[src/hw/rtl/cdq_pkg.sv]
// shared types, constants and helpers for the circular deque
package cdq_pkg;

    localparam int SLOTS  = 256;
    localparam int PTR_W  = $clog2(SLOTS);
    localparam int DATA_W = 32;
    localparam int CAP_W  = 8;
    localparam int FUNC_W = 2;
    localparam int STAT_W = 2;
    localparam int SIZE_W = PTR_W + 1;
    localparam int CALC_W = (CAP_W + 1 > SIZE_W) ? CAP_W + 1 : SIZE_W;

    localparam logic [CAP_W-1:0] CAP_RESET = CAP_W'(255);

    // operation codes
    localparam logic [FUNC_W-1:0] FN_PUSH_BACK  = 2'd0;
    localparam logic [FUNC_W-1:0] FN_PUSH_FRONT = 2'd1;
    localparam logic [FUNC_W-1:0] FN_POP_BACK   = 2'd2;
    localparam logic [FUNC_W-1:0] FN_POP_FRONT  = 2'd3;

    // status codes
    localparam logic [STAT_W-1:0] ST_OK    = 2'd0;
    localparam logic [STAT_W-1:0] ST_FULL  = 2'd1;
    localparam logic [STAT_W-1:0] ST_EMPTY = 2'd2;

    typedef logic [PTR_W-1:0]  t_ptr;
    typedef logic [DATA_W-1:0] t_word;

    // one access to the ring memory
    typedef struct packed {
        logic  we;
        logic  re;
        t_ptr  addr;
        t_word wdata;
    } t_ring_req;

    // result of one transaction, minus the popped word
    typedef struct packed {
        logic              load;
        logic              pop_ok;
        logic [STAT_W-1:0] status;
        logic              now_full;
        logic              now_empty;
    } t_meta;

    // highest ring index: ring has max(cap,1)+1 slots, at most SLOTS
    function automatic t_ptr ring_last(input logic [CAP_W-1:0] cap);
        logic [CALC_W-1:0] m;
        m = (cap == '0) ? CALC_W'(2) : CALC_W'(cap) + CALC_W'(1);
        if (m > CALC_W'(SLOTS)) begin
            m = CALC_W'(SLOTS);
        end
        return PTR_W'(m - CALC_W'(1));
    endfunction

endpackage

[src/hw/rtl/cdq_ctrl.sv]
// pointer bookkeeping, capacity register and transaction sequencing
module cdq_ctrl
    import cdq_pkg::*;
(
    input  logic              i_clk,
    input  logic              i_rst_n,
    input  logic              i_valid,
    output logic              o_stall,
    input  logic [FUNC_W-1:0] i_func,
    input  t_word             i_value,
    input  logic              i_cfg_we,
    input  logic [CAP_W-1:0]  i_cfg_data,
    input  logic              i_out_free,
    output t_ring_req         o_req,
    output t_meta             o_meta
);

    localparam logic S_IDLE = 1'b0;
    localparam logic S_DATA = 1'b1;

    logic              r_state, n_state;
    t_ptr              r_front, n_front;
    t_ptr              r_back, n_back;
    t_ptr              r_last;
    logic              r_pop_ok, n_pop_ok;
    logic [STAT_W-1:0] r_status, n_status;
    logic              r_full, n_full;
    logic              r_empty, n_empty;

    logic accept;
    logic full, empty;
    t_ptr front_up, front_dn, back_up, back_dn;
    t_ptr back_up_n;

    assign accept = i_valid & (r_state == S_IDLE);
    assign o_stall = (r_state != S_IDLE);

    assign front_up = (r_front == r_last) ? '0 : r_front + PTR_W'(1);
    assign front_dn = (r_front == '0) ? r_last : r_front - PTR_W'(1);
    assign back_up  = (r_back == r_last) ? '0 : r_back + PTR_W'(1);
    assign back_dn  = (r_back == '0) ? r_last : r_back - PTR_W'(1);

    assign full  = (r_front == back_up);
    assign empty = (r_front == r_back);

    always_comb begin
        n_front  = r_front;
        n_back   = r_back;
        n_pop_ok = 1'b0;
        n_status = ST_OK;
        o_req    = '{we: 1'b0, re: 1'b0, addr: r_back, wdata: i_value};
        case (i_func)
            FN_PUSH_BACK: begin
                if (full) begin
                    n_status = ST_FULL;
                end else begin
                    n_back     = back_up;
                    o_req.we   = accept;
                    o_req.addr = back_up;
                end
            end
            FN_PUSH_FRONT: begin
                if (full) begin
                    n_status = ST_FULL;
                end else begin
                    n_front    = front_dn;
                    o_req.we   = accept;
                    o_req.addr = r_front;
                end
            end
            FN_POP_BACK: begin
                if (empty) begin
                    n_status = ST_EMPTY;
                end else begin
                    n_back     = back_dn;
                    n_pop_ok   = 1'b1;
                    o_req.re   = accept;
                    o_req.addr = r_back;
                end
            end
            default: begin
                if (empty) begin
                    n_status = ST_EMPTY;
                end else begin
                    n_front    = front_up;
                    n_pop_ok   = 1'b1;
                    o_req.re   = accept;
                    o_req.addr = front_up;
                end
            end
        endcase
        back_up_n = (n_back == r_last) ? '0 : n_back + PTR_W'(1);
        n_full    = (n_front == back_up_n);
        n_empty   = (n_front == n_back);
    end

    always_comb begin
        n_state = r_state;
        unique case (r_state)
            S_IDLE: begin
                if (accept) begin
                    n_state = S_DATA;
                end
            end
            S_DATA: begin
                if (i_out_free) begin
                    n_state = S_IDLE;
                end
            end
            default: n_state = S_IDLE;
        endcase
    end

    always_ff @(posedge i_clk) begin
        if (!i_rst_n) begin
            r_state <= S_IDLE;
            r_front <= '0;
            r_back  <= '0;
            r_last  <= ring_last(CAP_RESET);
        end else begin
            r_state <= n_state;
            if (i_cfg_we) begin
                r_front <= '0;
                r_back  <= '0;
                r_last  <= ring_last(i_cfg_data);
            end else if (accept) begin
                r_front <= n_front;
                r_back  <= n_back;
            end
        end
    end

    always_ff @(posedge i_clk) begin
        if (accept) begin
            r_pop_ok <= n_pop_ok;
            r_status <= n_status;
            r_full   <= n_full;
            r_empty  <= n_empty;
        end
    end

    assign o_meta = '{
        load:      (r_state == S_DATA) & i_out_free,
        pop_ok:    r_pop_ok,
        status:    r_status,
        now_full:  r_full,
        now_empty: r_empty
    };

endmodule

[config.mk]
export PLATFORM = sky130hd
export DESIGN_NAME = cdq_ctrl
export DESIGN_NICKNAME = d
export VERILOG_FILES = /design/src/hw/rtl/cdq_pkg.sv /design/src/hw/rtl/cdq_ctrl.sv
export SDC_FILE = /design/constraint.sdc
export NUM_CORES = 1
export LEC_CHECK = 0
export BUFFER_PORTS_ARGS = -buffer_cell sky130_fd_sc_hd__buf_2
export CAP_MARGIN = 20
export CELL_PAD_IN_SITES_DETAIL_PLACEMENT = 0
export CELL_PAD_IN_SITES_GLOBAL_PLACEMENT = 2
export CORE_UTILIZATION = 31
export CTS_CLUSTER_SIZE = 40
export DETAILED_ROUTE_END_ITERATION = 12
export PLACE_DENSITY_LB_ADDON = 0.1
export SYNTH_ARGS = -nofsm -noshare
export SYNTH_HDL_FRONTEND = slang
export SYNTH_SLANG_ARGS = --single-unit
[constraint.sdc]
create_clock -name i_clk -period 5.1 [get_ports i_clk]
set_input_delay 1.02 -clock i_clk [delete_from_list [all_inputs] [get_ports i_clk]]
set_output_delay 1.02 -clock i_clk [all_outputs]
set_load 0.05 [all_outputs]
==> results of run 1 <==
## placed cells by master (no fill, tap or decap), types with 22 or more instances in the layout
cell,Yosys,layout
nand2_1,59,59
dfxtp_1,25,24
nand3_1,24,24
nor2_1,66,66
xor2_1,25,25
o21ai_0,31,31
inv_1,22,22
xnor2_1,40,40
buf_2,16,31
buf_4,40,44
nor3_1,22,22
a21oi_1,30,30
## how the worst max path moves through the flow
stage / start / end / slack, ns / cells past startpoint
5_1_grt: r_back[4] / r_full / 0.14 / 14
3_3_place_gp: r_back[1] / r_full / 0.53 / 15
4_1_cts: r_back[3] / o_req[37] / 0.28 / 9
3_5_place_dp: r_back[3] / r_full / 0.39 / 14
2_1_floorplan: i_func[1] / o_req[35] / 0.90 / 6
6_report: r_back[2] / o_req[37] / 0.36 / 11
## synth_stat cells (3+ instances only)
master / count / area [sq um]
o21ai_0: 31 / 155
nor4_2: 3 / 37.5
buf_2: 16 / 80.1
nor4b_1: 3 / 26.3
nand4_1: 8 / 50.1
a211o_1: 3 / 26.3
nor3_1: 22 / 110
o32ai_1: 3 / 26.3
o2111ai_1: 3 / 26.3
clkbuf_2: 3 / 15.0
nor4_1: 4 / 25.0
buf_1: 3 / 11.3
o31ai_1: 4 / 30.0
clkbuf_1: 24 / 90.1
o22ai_1: 5 / 31.3
a21boi_0: 3 / 22.5
a211oi_1: 10 / 75.1
nand2_1: 59 / 221
ha_1: 8 / 100
a31oi_1: 6 / 37.5
xnor2_1: 40 / 350
edfxtp_1: 5 / 150
a22oi_1: 7 / 52.6
xor2_1: 25 / 219
or3_1: 4 / 25.0
a21o_1: 6 / 45.0
buf_4: 40 / 300
o21ai_1: 3 / 15.0
and2_1: 6 / 37.5
o31a_1: 3 / 26.3
and3_1: 13 / 81.3
o211ai_2: 3 / 37.5
nor2_1: 66 / 248
a311oi_1: 4 / 35.0
nand2_2: 3 / 18.8
buf_6: 3 / 33.8
nand3_1: 24 / 120
xnor3_1: 4 / 90.1
a21oi_1: 30 / 150
dfxtp_1: 25 / 500
o211ai_1: 13 / 97.6
nand3b_1: 3 / 22.5
inv_1: 22 / 82.6
## cell families after synthesis
group,share of synthesized area [%]
AOI/OAI and AO/OA,28.4
adders and majority gates,2.21
xor gates and xnor gates,14.9
and+or+nand+nor,25.6
DFF,14.4
buffers and inverters,13.5
muxes,0.939
## routing by layer
metal  part of all wire [%]  global-route usage, %
met4                    3.9                   9.68
met3                    6.1                   2.26
met5                      0                      0
met1                     46                   33.5
met2                     44                   38.2
## final cells by class
class / instances / share of cell area [%]
timing repair buffer: 75 / 9.99
inverter: 22 / 1.70
multi-input combinational: 485 / 67.2
sequential: 30 / 13.4
clock buffer: 7 / 2.94
tap: 180 / 4.63
clock inverter: 1 / 0.103
## worst reg2reg max path, cell delays in order, from the launching register on
cell and delay, ns:
dfxtp_1 0.74, xnor2_1 0.21, nand4_2 0.19, nor2_1 0.35
a22oi_2 0.17, a211oi_4 0.36, nand3_2 0.20, o311ai_4 0.40
ha_1 0.24, a21boi_0 0.40, nand4_1 0.18, xnor2_1 0.31
nor3_1 0.08, a22o_1 0.22, nor3_1 0.29, nor4_2 0.09
## through the flow
| step | instances | area (sq um) | power (W) | setup slack [ns] | util (%) |
|---|---|---|---|---|---|
| 2_1_floorplan | 626 | 4530 | 0.000723 | 0.901 | - |
| 3_3_place_gp | 792 | 4710 | 0.000831 | 0.533 | 33.5 |
| 3_5_place_dp | 792 | 4710 | 0.000823 | 0.388 | 33.5 |
| 4_1_cts | 800 | 4860 | 0.00113 | 0.278 | 34.6 |
| 5_1_grt | 800 | 4860 | 0.00119 | 0.137 | 34.6 |
| 6_report | 800 | 4860 | 0.00113 | 0.361 | 34.6 |
## repair_timing
item                       in CTS  in global routing
gates resized for setup         0                  1
setup endpoints to repair       0                  1
buffers inserted                0                  0
## registers in the layout, summed over array words and instances (netlist names)
name      cells
o_stall       1
r_back        8
r_empty       1
r_front       8
r_full        1
r_last        8
r_pop_ok      1
r_status      2
## report_power, final
| part | switching, W | internal, W | leakage [nW] |
|---|---|---|---|
| Sequential | 0.0000239 | 0.000256 | 0.255 |
| Combinational | 0.000349 | 0.000197 | 1.59 |
| Clock | 0.000114 | 0.000193 | 0.0739 |
| Total | 0.000486 | 0.000647 | 1.92 |
==> impl_results.md, run 1 <==
* Worst skew pair latency at 0.28 ns
* Largest net degree at the start of global routing at 34
* Status: complete, no violations
* Fmax at 0.211 GHz
* Die Span X at 123 um
* Avg Inst Size Synth at between 7 and 8 sq um
* Critical path class: reg2out
* Final WL at ~18000 um
* Area of the die at 15100 sq um
* Cell count after synthesis at 626
* Clock Skew at approximately 0.0069 ns
* Most used DFF post-synth: dfxtp_1
* DR pass1 iterations at 7
* Fin. Hold Viols at 0
* Clk sinks at 30
* FF-to-FF setup slack at about 0.4 ns
* Least-Margin Pin Slew at approximately 0.96 ns
* CP endpoint kind: primary output
* Crit-path cells: buf_4, xnor2_2, xnor2_1, nor3_1, o21ai_0, a211o_1, nor2_1, buf_4, a2111oi_0, a211o_1, buf_2
* RD Place Congestion at 0.947
* CTS tree: done
* Startpoint types: register
* RSZ-0062 raised after global routing: no
* Pwr dens at 233 nW/um^2
* Rel. slew slack at 36.2%
* GRT Overall Usage at 24.1%
* Post-Syn Nets at 681
* Maxcap violations at 0
* Nets at roughly 670
* Setup tns final at 0 ns
* CP Buf/Inv Count at 3
* Fin crit share at 92.9%
* Ant. Diodes at 0
* Total CTS buffers at 5
* Hold Startpoint: o_stall
* Worst-path clk slew at 0.05 ns
* Synth warn at 0
* Area growth, synth to finish at 7.26%
* Crit-path max FO at 13
* Tmin final at ~4.7 ns
* Share of cells above drive strength 1 at 18.2%
* # rows at 43
* Initial antenna violation count at 0
* FF/Latch Area at roughly 650 sq um
* Post-Synthesis Cell Area at 4530 sq um
* # DRC at 0
* Top delay family on crit path: compound AO/OA/AOI/OAI gates
* Flops & latches, synth at 30
* IO Count at 96
* Count of flip-flops with a built-in enable after synthesis at 5
* Share of flip-flops with an asynchronous set or reset at 0%
* Slew Viols, Final at 0
* Static leakage at roughly 1.9 nW
* I/O Buffers at 31
* Number of fill cells at about 1500
* Critical-path top delay cell: dfxtp_1
* Worst R2R End: r_full
* Worst endpoint required time at between 4 and 5 ns
* Global route overflow at 0
* VDD IR max at roughly 110 uV
* Hold Path Cell Cnt at 2
* Die height at 123 um
* DR iter-0 viols at 551
* First-pass GRT wire length at 26900 um
* Clk root buf: clkbuf_16
* Core ar. at 14000 sq um
* Seq/Total Area, Yosys at 14.4%
* Routed vias/inst at between 5 and 6
* DR vias at 4652
* CP max stage delay at between 0.6 and 0.7 ns
* DRT antenna net count at 0
* Vias in the first global route at approximately 4400
* Final setup fails at 0
* CP Data Arrival Time at approximately 3.7 ns
* Hold WS at roughly 0.53 ns
* Max Buffers Root-to-Sink at 2
* Synth unique cells at between 80 and 90
* Routed WL per cell at 22.1 um
* CTS H-tree depth at 2
* Multi-input gate area at 3270 sq um
* Hold path endpoint: o_stall
* FF-to-FF Start: r_back[4]
* R2R cell count at 15
* Dpl hpwl at approximately 14000 um
* HP Class: reg2reg
* Initial Utilization at 32.3%
* Hold-fix buffers at CTS at 0
(Power assumes the default switching activity.)
==> run 2, diff against run 1 <==
--- a/config.mk
+++ b/config.mk
@@ -5,11 +5,12 @@
 export SDC_FILE = /design/constraint.sdc
 export NUM_CORES = 1
 export LEC_CHECK = 0
+export ABC_AREA = 1
 export BUFFER_PORTS_ARGS = -buffer_cell sky130_fd_sc_hd__buf_2
-export CAP_MARGIN = 20
+export CAP_MARGIN = 30
 export CELL_PAD_IN_SITES_DETAIL_PLACEMENT = 0
 export CELL_PAD_IN_SITES_GLOBAL_PLACEMENT = 2
-export CORE_UTILIZATION = 31
+export CORE_UTILIZATION = 29
 export CTS_CLUSTER_SIZE = 40
 export DETAILED_ROUTE_END_ITERATION = 12
 export PLACE_DENSITY_LB_ADDON = 0.1
==> run 2 against run 1 <==
Against the previous run: the run now ends with DRC left; critical endpoint is now o_req[38]; largest cell class unchanged; critical path depth grew 2; sequential share of layout area grew 0.77 points; via count did not move.
==> impl_results.md, run 2 <==
* CTS H-tree depth at 2
* CP endpoint kind: primary output
* Startpoint types: register
* DR vias at between 4000 and 5000
* Pwr dens at 246 nW/um^2
* Top delay family on crit path: simple AND/OR/NAND/NOR gates
* Seq/Total Area, Yosys at between 10 and 15%
* CTS tree: done
* Vias in the first global route at 4514
* # rows at 44
* Clk root buf: clkbuf_16
* Most used DFF post-synth: dfxtp_1
* Crit-path cells: ha_1, nand3_2, nor2_1, xor2_1, nand3_1, nand2_2, nand2_4, nor2_8, nand2_4, inv_1, o21ai_0, o2111ai_1, buf_2
* Clock power frac at 29.8%
* Tmin final at 4.68 ns
* Switching share of power at 43.3%
* Failing checks: DRC
* Dominant cell type by area after synthesis: nand2_1
* CP most frequent cell: nand2_4
* Post-synth top area share at between 10% and 20%
* Flops & latches, synth at 30
* Fin crit share at between 90% and 100%
* RSZ-0062 raised after global routing: no
* Synth unique cells at 47
* Routed vias/inst at 5.19
* Most frequent cells in the layout: nand2_1, inv_1, nor2_1
* Global route overflow at 0
* Cell count after synthesis at approximately 720
* Top Registers: r_back x8, r_front x8, r_last x8
* Initial antenna violation count at 0
* Largest net degree at the start of global routing at 23
* Maxcap violations at 0
* Area growth, synth to finish at 4.44%
* DR pass1 iterations at 9
* Critical path class: reg2out
* Post-DP Area at 4420 sq um
* DRT antenna net count at 0
* I/O Buffers at 31
* Worst endpoint required time at 4.08 ns
* Final instance area at about 4600 sq um
* FF-to-FF setup slack at 0.98 ns
* Area of the die at 15600 sq um
* Die height at 125 um
* Slew Viols, Final at 0
* CP max stage delay at 0.69 ns
* Setup tns final at 0 ns
* Cell with the most instances after synthesis: nand2_1
* Share of flip-flops with an asynchronous set or reset at 0%
* Worst-path clk slew at 0.05 ns
* Combinational power share at 44.9%
* Post-Synthesis Cell Area at between 4000 and 5000 sq um
* Nets at 766
* Post-Syn Nets at 779
* Routed WL per cell at around 20 um
* Synth warn at 0
* VDD IR max at approximately 150 uV
* Fin. Hold Viols at 0
* Initial Utilization at 30.0%
* DR iter-0 viols at between 300 and 400
* CP Data Arrival Time at 3.66 ns
* Final WL at 18100 um
* HP Class: reg2reg
* Status: complete, but fails checks
* Sequential share of power at 25.2%
* Area contributors post-synth: nand2_1, dfxtp_1, inv_1, buf_4, nand3_1
* Least-Margin Pin Slew at 0.652 ns
* Count of flip-flops with a built-in enable after synthesis at 5
* Dpl hpwl at 14500 um
* Fmax at between 0.2 and 0.25 GHz
* Commonest non-fill, non-tap cell in the layout: nand2_1
* Share of cells above drive strength 1 at 14.7%
* Core ar. at 14600 sq um
* CP Buf/Inv Count at 2
* Worst skew pair latency at ~0.28 ns
* Worst setup margin at 0.424 ns
* Crit-path max FO at 21
* Post-cts gate resize count at 0
* Clk sinks at 30
* Setup WS pre-CTS at 0.737 ns
* Static leakage at 2.33 nW
* Die Span X at 125 um
* Ant. Diodes at 0
* IO Count at 96
* Avg Inst Size Synth at 6.07 sq um
* P_int at 0.000639 W
* Sw Pwr at 0.000489 W
* Hold-fix buffers at CTS at 0
* Max Buffers Root-to-Sink at 2
* GRT Overall Usage at 23.6%
* RD Place Congestion at approximately 0.94
* First-pass GRT wire length at 27900 um
* Final setup fails at 0
* # DRC at 10
* Total CTS buffers at 5
* Commonest cells in the netlist: nand2_1, inv_1, nor2_1, nand3_1, o21ai_0
* Number of fill cells at about 1700
* Critical-path top delay cell: dfxtp_1
* Setup Fix Bufs, Post-CTS at 0
* Rel. slew slack at 56.1%
* Clock Skew at 0.00717 ns
-- run 2: worst register-to-register path: stages, from the launching register on --
cell	delay, ns
dfxtp_1	0.69
ha_1	0.31
nand3_2	0.10
nor2_1	0.15
xor2_1	0.33
nand3_1	0.14
nand2_2	0.12
nand2_4	0.06
nor2_8	0.16
nand2_4	0.19
nand2_1	0.11
nand3_1	0.20
nand2_1	0.16
nand2_1	0.19
nand2_1	0.11
nand2_1	0.06
inv_1	0.05
nand2_1	0.06
nor2_2	0.10
nand2_2	0.19
nand2_1	0.12
nand2_1	0.05
nand2_1	0.08
nor2_1	0.04
nand2_1	0.07
nor2_1	0.05
-- run 2: area by class of cell --
cell class	instances	area, sq um	area share [%]
Clock buffer	7	133	2.89
Clock inverter	1	30.0	0.655
Inverter	91	362	7.88
Multi-Input combinational cell	538	2920	63.7
Sequential cell	30	651	14.2
Tap cell	184	230	5.02
Timing Repair Buffer	45	260	5.67
-- run 2: through the flow --
stage | instances | hold slack, ns | utilization (%) | total power (W)
6_report | 896 | 0.554 | 31.3 | 0.00113
5_1_grt | 896 | 0.582 | 31.3 | 0.00121
4_1_cts | 896 | 0.565 | 31.3 | 0.00114
3_5_place_dp | 888 | 0.551 | 30.2 | 0.000794
3_3_place_gp | 888 | 0.537 | 30.2 | 0.000799
2_1_floorplan | 724 | 0.530 | - | 0.000716
-- run 2: power by group through the flow --
| stage | combinational, W | sequential, W | clock, W |
|---|---|---|---|
| floorplan | 0.000440 | 0.000276 | 0 |
| global placement | 0.000510 | 0.000289 | 0 |
| detailed placement | 0.000504 | 0.000289 | 0 |
| CTS | 0.000507 | 0.000284 | 0.000346 |
| global route | 0.000565 | 0.000286 | 0.000357 |
| finish | 0.000507 | 0.000285 | 0.000337 |
-- run 2: cells by family (layout without fill, tap and decap cells) --
logic type | count (synthesis) | after routing | synth area share, %
AOI/OAI and AO/OA | 114 | 114 | 15.6
xor gates and xnor gates | 42 | 42 | 8.55
adders and majority gates | 8 | 8 | 2.28
buffers and inverters | 156 | 144 | 18.7
DFF | 30 | 30 | 14.8
and+or+nand+nor | 374 | 374 | 40.0
-- run 2: final timing paths --
path | end | depth (start not counted) | from
hold reg to reg | o_stall | 3 | o_stall
setup / recovery | o_req[38] | 13 | r_back[0]
hold / removal | o_stall | 3 | o_stall
setup reg to reg | r_full | 25 | r_back[0]
-- run 2: routing by layer --
metal / track usage (%) / share of wire, %
met1: 31.0 / 46
met2: 38.9 / 46
met3: 2.61 / 5.0
met4: 10.1 / 3.7
met5: 0 / 0
